## config.mk

```make
export PLATFORM = sky130hd
export DESIGN_NAME = modbus_read_request_hex_framer
export DESIGN_NICKNAME = d
export VERILOG_FILES = /design/src/hw/rtl/mrhf_pkg.sv /design/src/hw/rtl/mrhf_crc_stage.sv /design/src/hw/rtl/mrhf_serializer.sv /design/src/hw/rtl/modbus_read_request_hex_framer.sv
export SDC_FILE = /design/constraint.sdc
export NUM_CORES = 1
export LEC_CHECK = 0
export ABC_AREA = 1
export BUFFER_PORTS_ARGS = -buffer_cell sky130_fd_sc_hd__buf_2
export CORE_MARGIN = 2
export CORE_UTILIZATION = 35
export CTS_BUF_LIST = sky130_fd_sc_hd__clkbuf_16
export CTS_CLUSTER_SIZE = 16
export DETAILED_ROUTE_END_ITERATION = 16
export PLACE_DENSITY = 0.47
export SLEW_MARGIN = 0
export SYNTH_ARGS = -nofsm -noshare
export SYNTH_HDL_FRONTEND = slang
export SYNTH_SLANG_ARGS = --single-unit
```

## constraint.sdc

```tcl
create_clock -name aclk -period 12.6 [get_ports aclk]
set_input_delay 2.52 -clock aclk [delete_from_list [all_inputs] [get_ports aclk]]
set_output_delay 2.52 -clock aclk [all_outputs]
set_load 0.05 [all_outputs]
```

## src/hw/rtl/mrhf_pkg.sv

```systemverilog
package mrhf_pkg;

    localparam int BODY_BYTES  = 6;
    localparam int FRAME_BYTES = 8;
    localparam int BODY_W      = BODY_BYTES * 8;
    localparam int CHAR_IDX_W  = $clog2(FRAME_BYTES * 2);
    localparam int BYTE_IDX_W  = $clog2(FRAME_BYTES);

    localparam logic [15:0] CRC_INIT = 16'hFFFF;
    localparam logic [15:0] CRC_POLY = 16'hA001;
    localparam logic [7:0]  FUNC_CODE_RESET = 8'd3;
    localparam logic [CHAR_IDX_W-1:0] LAST_CHAR_IDX = CHAR_IDX_W'(FRAME_BYTES * 2 - 1);

    localparam logic [6:0] ASCII_ZERO   = 7'd48;
    localparam logic [6:0] ASCII_A_BASE = 7'd55;

    typedef struct packed {
        logic [BODY_W-1:0] body;
        logic [15:0]       crc;
    } frame_t;

    function automatic logic [15:0] crc_byte(input logic [15:0] crc_in, input logic [7:0] data);
        logic [15:0] c;
        c = crc_in ^ {8'h00, data};
        for (int k = 0; k < 8; k++) begin
            if (c[0]) begin
                c = (c >> 1) ^ CRC_POLY;
            end else begin
                c = c >> 1;
            end
        end
        return c;
    endfunction

    function automatic logic [6:0] nib_char(input logic [3:0] n);
        logic [6:0] ch;
        if (n <= 4'd9) begin
            ch = ASCII_ZERO + {3'b000, n};
        end else begin
            ch = ASCII_A_BASE + {3'b000, n};
        end
        return ch;
    endfunction

endpackage

```

## src/hw/rtl/mrhf_crc_stage.sv

```systemverilog
module mrhf_crc_stage (
    input  logic            aclk,
    input  logic            aresetn,
    input  logic            in_valid,
    output logic            in_ready,
    input  mrhf_pkg::frame_t in_frame,
    input  logic [7:0]      in_byte,
    output logic            out_valid,
    input  logic            out_ready,
    output mrhf_pkg::frame_t out_frame
);

    logic             valid_reg;
    logic             valid_next;
    mrhf_pkg::frame_t frame_reg;
    mrhf_pkg::frame_t frame_next;
    logic             load;

    assign in_ready  = !valid_reg || out_ready;
    assign load      = in_valid && in_ready;
    assign out_valid = valid_reg;
    assign out_frame = frame_reg;

    always_comb begin
        valid_next = valid_reg;
        frame_next = frame_reg;
        if (load) begin
            valid_next      = 1'b1;
            frame_next.body = in_frame.body;
            frame_next.crc  = mrhf_pkg::crc_byte(in_frame.crc, in_byte);
        end else if (out_ready) begin
            valid_next = 1'b0;
        end
    end

    always_ff @(posedge aclk) begin
        if (!aresetn) begin
            valid_reg <= 1'b0;
        end else begin
            valid_reg <= valid_next;
        end
    end

    always_ff @(posedge aclk) begin
        frame_reg <= frame_next;
    end

endmodule

```

## src/hw/rtl/mrhf_serializer.sv

```systemverilog
module mrhf_serializer (
    input  logic             aclk,
    input  logic             aresetn,
    input  logic             in_valid,
    output logic             in_ready,
    input  mrhf_pkg::frame_t in_frame,
    output logic             out_valid,
    input  logic             out_ready,
    output logic [6:0]       out_char,
    output logic             out_last
);

    logic                              busy_reg;
    logic                              busy_next;
    logic [mrhf_pkg::CHAR_IDX_W-1:0]   idx_reg;
    logic [mrhf_pkg::CHAR_IDX_W-1:0]   idx_next;
    logic [7:0]                        byte_reg [mrhf_pkg::FRAME_BYTES];
    logic                              m_valid_reg;
    logic                              m_valid_next;
    logic [6:0]                        m_char_reg;
    logic [6:0]                        m_char_next;
    logic                              m_last_reg;
    logic                              m_last_next;
    logic                              out_free;
    logic                              emit;
    logic                              load;
    logic                              at_last;
    logic [7:0]                        cur_byte;
    logic [3:0]                        cur_nib;

    assign out_free = !m_valid_reg || out_ready;
    assign emit     = busy_reg && out_free;
    assign at_last  = (idx_reg == mrhf_pkg::LAST_CHAR_IDX);
    assign in_ready = !busy_reg || (emit && at_last);
    assign load     = in_valid && in_ready;
    assign cur_byte = byte_reg[idx_reg[mrhf_pkg::CHAR_IDX_W-1:1]];
    assign cur_nib  = idx_reg[0] ? cur_byte[3:0] : cur_byte[7:4];

    always_comb begin
        busy_next    = busy_reg;
        idx_next     = idx_reg;
        m_valid_next = m_valid_reg;
        m_char_next  = m_char_reg;
        m_last_next  = m_last_reg;
        if (emit) begin
            m_valid_next = 1'b1;
            m_char_next  = mrhf_pkg::nib_char(cur_nib);
            m_last_next  = at_last;
            idx_next     = idx_reg + 1'b1;
            if (at_last) begin
                busy_next = 1'b0;
            end
        end else if (out_ready) begin
            m_valid_next = 1'b0;
        end
        if (load) begin
            busy_next = 1'b1;
            idx_next  = '0;
        end
    end

    always_ff @(posedge aclk) begin
        if (!aresetn) begin
            busy_reg    <= 1'b0;
            idx_reg     <= '0;
            m_valid_reg <= 1'b0;
        end else begin
            busy_reg    <= busy_next;
            idx_reg     <= idx_next;
            m_valid_reg <= m_valid_next;
        end
    end

    always_ff @(posedge aclk) begin
        m_char_reg <= m_char_next;
        m_last_reg <= m_last_next;
        if (load) begin
            for (int b = 0; b < mrhf_pkg::BODY_BYTES; b++) begin
                byte_reg[b] <= in_frame.body[b*8 +: 8];
            end
            byte_reg[mrhf_pkg::BODY_BYTES]     <= in_frame.crc[7:0];
            byte_reg[mrhf_pkg::BODY_BYTES + 1] <= in_frame.crc[15:8];
        end
    end

    assign out_valid = m_valid_reg;
    assign out_char  = m_char_reg;
    assign out_last  = m_last_reg;

endmodule

```

## src/hw/rtl/modbus_read_request_hex_framer.sv

```systemverilog
// Modbus RTU read request framer with hexadecimal ASCII output.
// Slave stream (s_*): one transaction per request, tdata carries slave address,
// start register and register count. Master stream (m_*): one ASCII hex digit
// per transaction, tlast on the sixteenth digit of each frame.
// Frame: address, function code, start hi/lo, count hi/lo, CRC16 lo/hi;
// each byte goes out high nibble first as '0'-'9' / 'A'-'F'.
// cfg_wen/cfg_wdata write the function code (reset value 3); write only
// while no request is in flight.
// Six CRC stages each fold one byte; a serializer then sends one digit a cycle
// while m_tready is high. Throughput is set by the single-digit output channel,
// which sends the sixteen digits of each request one by one.
// Up to six further requests wait in the CRC stages while a frame is being sent.
// Reset (aresetn low, synchronous) empties all stages and the output register
// and restores the function code.
// When m_tready is low, the output holds its digit and the pipeline backs up
// stage by stage; s_tready drops once every stage is full. Nothing is lost.
module modbus_read_request_hex_framer (
    input  logic        aclk,
    input  logic        aresetn,
    input  logic        cfg_wen,
    input  logic [7:0]  cfg_wdata,   // func_code
    input  logic        s_tvalid,
    output logic        s_tready,
    input  logic [39:0] s_tdata,     // slave_addr[7:0], first_reg[23:8], reg_count[39:24]
    output logic        m_tvalid,
    input  logic        m_tready,
    output logic [7:0]  m_tdata,     // ascii_char[6:0], zero[7]
    output logic        m_tlast
);

    localparam int NSTG = mrhf_pkg::BODY_BYTES;

    logic [7:0]       func_code_reg;
    logic [7:0]       func_code_next;
    logic             stg_valid [NSTG+1];
    logic             stg_ready [NSTG+1];
    mrhf_pkg::frame_t stg_frame [NSTG+1];
    logic [6:0]       m_char;

    always_comb begin
        func_code_next = cfg_wen ? cfg_wdata : func_code_reg;
    end

    always_ff @(posedge aclk) begin
        if (!aresetn) begin
            func_code_reg <= mrhf_pkg::FUNC_CODE_RESET;
        end else begin
            func_code_reg <= func_code_next;
        end
    end

    assign stg_valid[0]      = s_tvalid;
    assign s_tready          = stg_ready[0];
    assign stg_frame[0].body = {s_tdata[31:24], s_tdata[39:32], s_tdata[15:8],
                                s_tdata[23:16], func_code_reg, s_tdata[7:0]};
    assign stg_frame[0].crc  = mrhf_pkg::CRC_INIT;

    for (genvar k = 0; k < NSTG; k++) begin : g_stage
        mrhf_crc_stage u_stage (
            .aclk      (aclk),
            .aresetn   (aresetn),
            .in_valid  (stg_valid[k]),
            .in_ready  (stg_ready[k]),
            .in_frame  (stg_frame[k]),
            .in_byte   (stg_frame[k].body[k*8 +: 8]),
            .out_valid (stg_valid[k+1]),
            .out_ready (stg_ready[k+1]),
            .out_frame (stg_frame[k+1])
        );
    end

    mrhf_serializer u_ser (
        .aclk      (aclk),
        .aresetn   (aresetn),
        .in_valid  (stg_valid[NSTG]),
        .in_ready  (stg_ready[NSTG]),
        .in_frame  (stg_frame[NSTG]),
        .out_valid (m_tvalid),
        .out_ready (m_tready),
        .out_char  (m_char),
        .out_last  (m_tlast)
    );

    assign m_tdata = {1'b0, m_char};

    a_cfg_write: assert property (@(posedge aclk) disable iff (!aresetn)
        cfg_wen |=> func_code_reg == $past(cfg_wdata))
        else $error("function code not taken from cfg write");

    a_hex_digit: assert property (@(posedge aclk) disable iff (!aresetn)
        m_tvalid |-> ((m_tdata >= 8'd48 && m_tdata <= 8'd57) ||
                      (m_tdata >= 8'd65 && m_tdata <= 8'd70)))
        else $error("output is not an upper-case hex digit");

    a_stage_hold: assert property (@(posedge aclk) disable iff (!aresetn)
        stg_valid[NSTG] && !stg_ready[NSTG] |=>
            stg_valid[NSTG] && $stable(stg_frame[NSTG]))
        else $error("last CRC stage dropped or changed a stalled frame");

endmodule
```

==> reports/qor.yml <==
cells_and_area:
  drive_above_1_share: 0.194
  fin_nets: 1142
  diodes: 0
  area_growth_pct: 15.9
  largest_register_ffs: 378
  fillers: 4257
  multi_input_area_um2: 2650
  seq_area_um2: 14000
route:
  dr_total_vias: 7548
  routed_via_density: 4.34
  first_pass_iters: 4
  drc: 0
  ant_nets: 0
  routed_wl_um: 28000
  wl_per_cell_um: 16.1
  drt_iter0_drc: 413
cts:
  h-tree-depth: 2
  cts_tree: "yes"
  clockRootBuffer: "clkbuf_16"
  cts.clk_slew.worst_paths_ns: 0.06
  clock_path_buffers: 3
  cts_buffers: 51
  post_cts_buffers: 0
  clock_sink_count: 473
  postCtsHoldBufs: 0
  clock_latency_ns: 0.57
  cts-resized-gates: 0
sta:
  setup_viol: 0
  worst_pin_slew_ns: 0.902
  relSlewSlack: 0.399
  fin_skew_ns: 0.0197
  finalHoldViolations: 0
  fin_tns_setup_ns: 0
  fmax_mhz: 149
  rsz0062_at_grt: "no"
  timing.final.crit_share: 0.533
  fin_ws_ns: 5.88
  drv_slew: 0
  period_minus_slack_ns: 6.72
pwr:
  swShare: 0.207
  leakagePower_uw: 0.00690
  p_sw_uw: 686
  intPower_uw: 2630
  pwr-share-comb: 0.043
  peakVddDrop_v: 0.0000994
  powerDensity_nw_per_um2: 170
  pwr-share-seq: 0.540
  clockPowerShare: 0.416
synth:
  syn_area_per_cell_um2: 17.3
  yosysSeqAreaShare: 0.827
  yosys_warnings: 0
  synth_area_um2: 16900
  synth_fp_nets: 1031
  ys_ff_latch: 473
  yosys.cell_types.count: 31
  synthCells: 975
floorplan:
  dieWidth_um: 224
  die_area_um2: 50100
  core_area_um2: 47700
  die_h_um: 224
  ios: 64
  rows: 80
  initial_core_util: 0.354
place:
  port_buffers: 62
  place_ws_ns: 5.88
  dp_hpwl_um: 17800
  place.gp.congestion: 0.753
global_route:
  grt_pass1_wl_um: 44600
  gr-total-overflow: 0
  track_usage: 0.117
  grt_pass1_vias: 7863
  antenna_found_initial: 1
  grt_max_degree: 65
worst_setup_path:
  cp_data_arrival_time_ns: 4.20
  crit_family: "simple AND/OR/NAND/NOR gates"
  critPathBufInv: 4
  max_stage_delay_ns: 0.25
  cp-start-kind: "input pin"
  cpMaxStageDelayCell: "nor2_2"
  cp.required_ns: 10.08
  critical_path_class: "in -> out"
  crit_path_max_fanout: 4
  crit_chain: "buf_2 > nor2_1 > inv_1 > a21oi_2 > inv_2 > nor2_1 > nand2_1 > nor2_2 > nand2_1 > nor2_1 > nand2_1 > buf_2"
  cp-end-kind: "primary output"
outcome:
  status: "finished clean"
min_path:
  min_path_type: "reg -> reg"
flow_run:
  cap_violations: 0
## path summary, 6_finish.rpt
kind                                    start                                to  slack, ns  cells after the start
min          g_stage[2].u_stage.out_frame[10]   g_stage[3].u_stage.out_frame[2]       0.41                      0
min reg2reg  g_stage[2].u_stage.out_frame[10]   g_stage[3].u_stage.out_frame[2]       0.41                      0
max reg2reg                  u_ser.idx_reg[0]  g_stage[0].u_stage.out_frame[29]       9.67                     13
max                                  m_tready                          s_tready       5.88                     12
## layout make-up
cell class,instances,area share
sequential,473,0.714
multi-input combinational,423,0.135
clock buffer,52,0.0665
tap,615,0.0393
timing repair buffer,70,0.0189
clock inverter,41,0.0137
inverter,67,0.0128
## power groups by stage
stage / Combinational [uW] / Sequential (uW) / Clock (uW)
after floorplan: 107 / 1820 / 0
after global routing: 166 / 1800 / 1500
final: 144 / 1790 / 1380
after detailed placement: 150 / 1830 / 0
after CTS: 151 / 1800 / 1440
after global placement: 149 / 1830 / 0
## metal layers
metal / GRT usage / share of wire / up-vias
met5: 0 / 0 / -
met4: 0.0488 / 0.025 / 0
met3: 0.0247 / 0.044 / 56
met2: 0.194 / 0.48 / 136
met1: 0.150 / 0.45 / 3594
li1: - / - / 3762
## worst reg2reg max path, cell delays in order (launching register included)
cell	delay, ns
dfxtp_1	0.39
ha_1	0.25
and3_1	0.20
a21oi_2	0.23
inv_2	0.06
nor2_1	0.13
nand2_1	0.12
nor2_2	0.25
nand2_1	0.11
nor2_1	0.14
nand2_1	0.11
nand2_1	0.10
inv_2	0.04
buf_4	0.34
## synth_stat cells (all sizes together)
| library cell | count | area, um2 |
|---|---|---|
| o22ai | 3 | 18.8 |
| nand2 | 127 | 612 |
| nand3b | 3 | 22.5 |
| o221ai | 13 | 114 |
| o211ai | 4 | 30.0 |
| buf | 5 | 27.5 |
| edfxtp | 450 | 13500 |
| clkbuf | 7 | 26.3 |
| nand4 | 1 | 6.26 |
| xnor2 | 39 | 372 |
| nand3 | 68 | 453 |
| conb | 1 | 3.75 |
| o21ai | 40 | 200 |
| a21oi | 11 | 58.8 |
| dfxtp | 23 | 460 |
| inv | 67 | 252 |
| and3 | 1 | 6.26 |
| ha | 3 | 37.5 |
| nor2 | 56 | 213 |
| xor2 | 52 | 463 |
| or2 | 1 | 8.76 |
## cell families (layout without fill, tap and decap cells)
kind of cell / after synthesis / in the layout / share of synthesized area
AOI/OAI and AO/OA: 71 / 71 / 0.0250
buffers and inverters: 79 / 230 / 0.0181
DFF: 473 / 473 / 0.827
adders and majority gates: 3 / 3 / 0.00222
xor gates and xnor gates: 91 / 91 / 0.0494
other: 1 / 1 / 0.000222
and+or+nand+nor: 257 / 257 / 0.0782
## metrics by stage
| stage | power, uW | hold slack [ns] | instance area [um2] | std cells | utilization |
|---|---|---|---|---|---|
| 2_1_floorplan | 1930 | 0.400 | 16900 | 975 | - |
| 3_3_place_gp | 1980 | 0.402 | 18000 | 1648 | 0.377 |
| 3_5_place_dp | 1980 | 0.405 | 18000 | 1648 | 0.377 |
| 4_1_cts | 3380 | 0.414 | 19600 | 1741 | 0.410 |
| 5_1_grt | 3460 | 0.416 | 19600 | 1741 | 0.410 |
| 6_report | 3320 | 0.412 | 19600 | 1741 | 0.410 |
## layout by cell type (no fill, tap or decap), types with 2 or more instances in the layout
master,n
buf_2,62
nor2_4,2
nand2_2,27
nand2_1,91
a21oi_1,9
inv_2,14
o221ai_1,13
nor2_1,53
clkinv_1,9
nand3_2,20
edfxtp_1,450
dfxtp_1,23
nand2_4,9
bufinv_16,3
xnor2_2,4
buf_4,8
o21ai_0,40
clkbuf_16,52
xnor2_1,35
inv_1,71
ha_1,3
clkinv_2,7
o211ai_1,4
nand3_1,47
o22ai_1,3
xor2_1,51
nand3b_1,3
(Power assumes the default switching activity.)
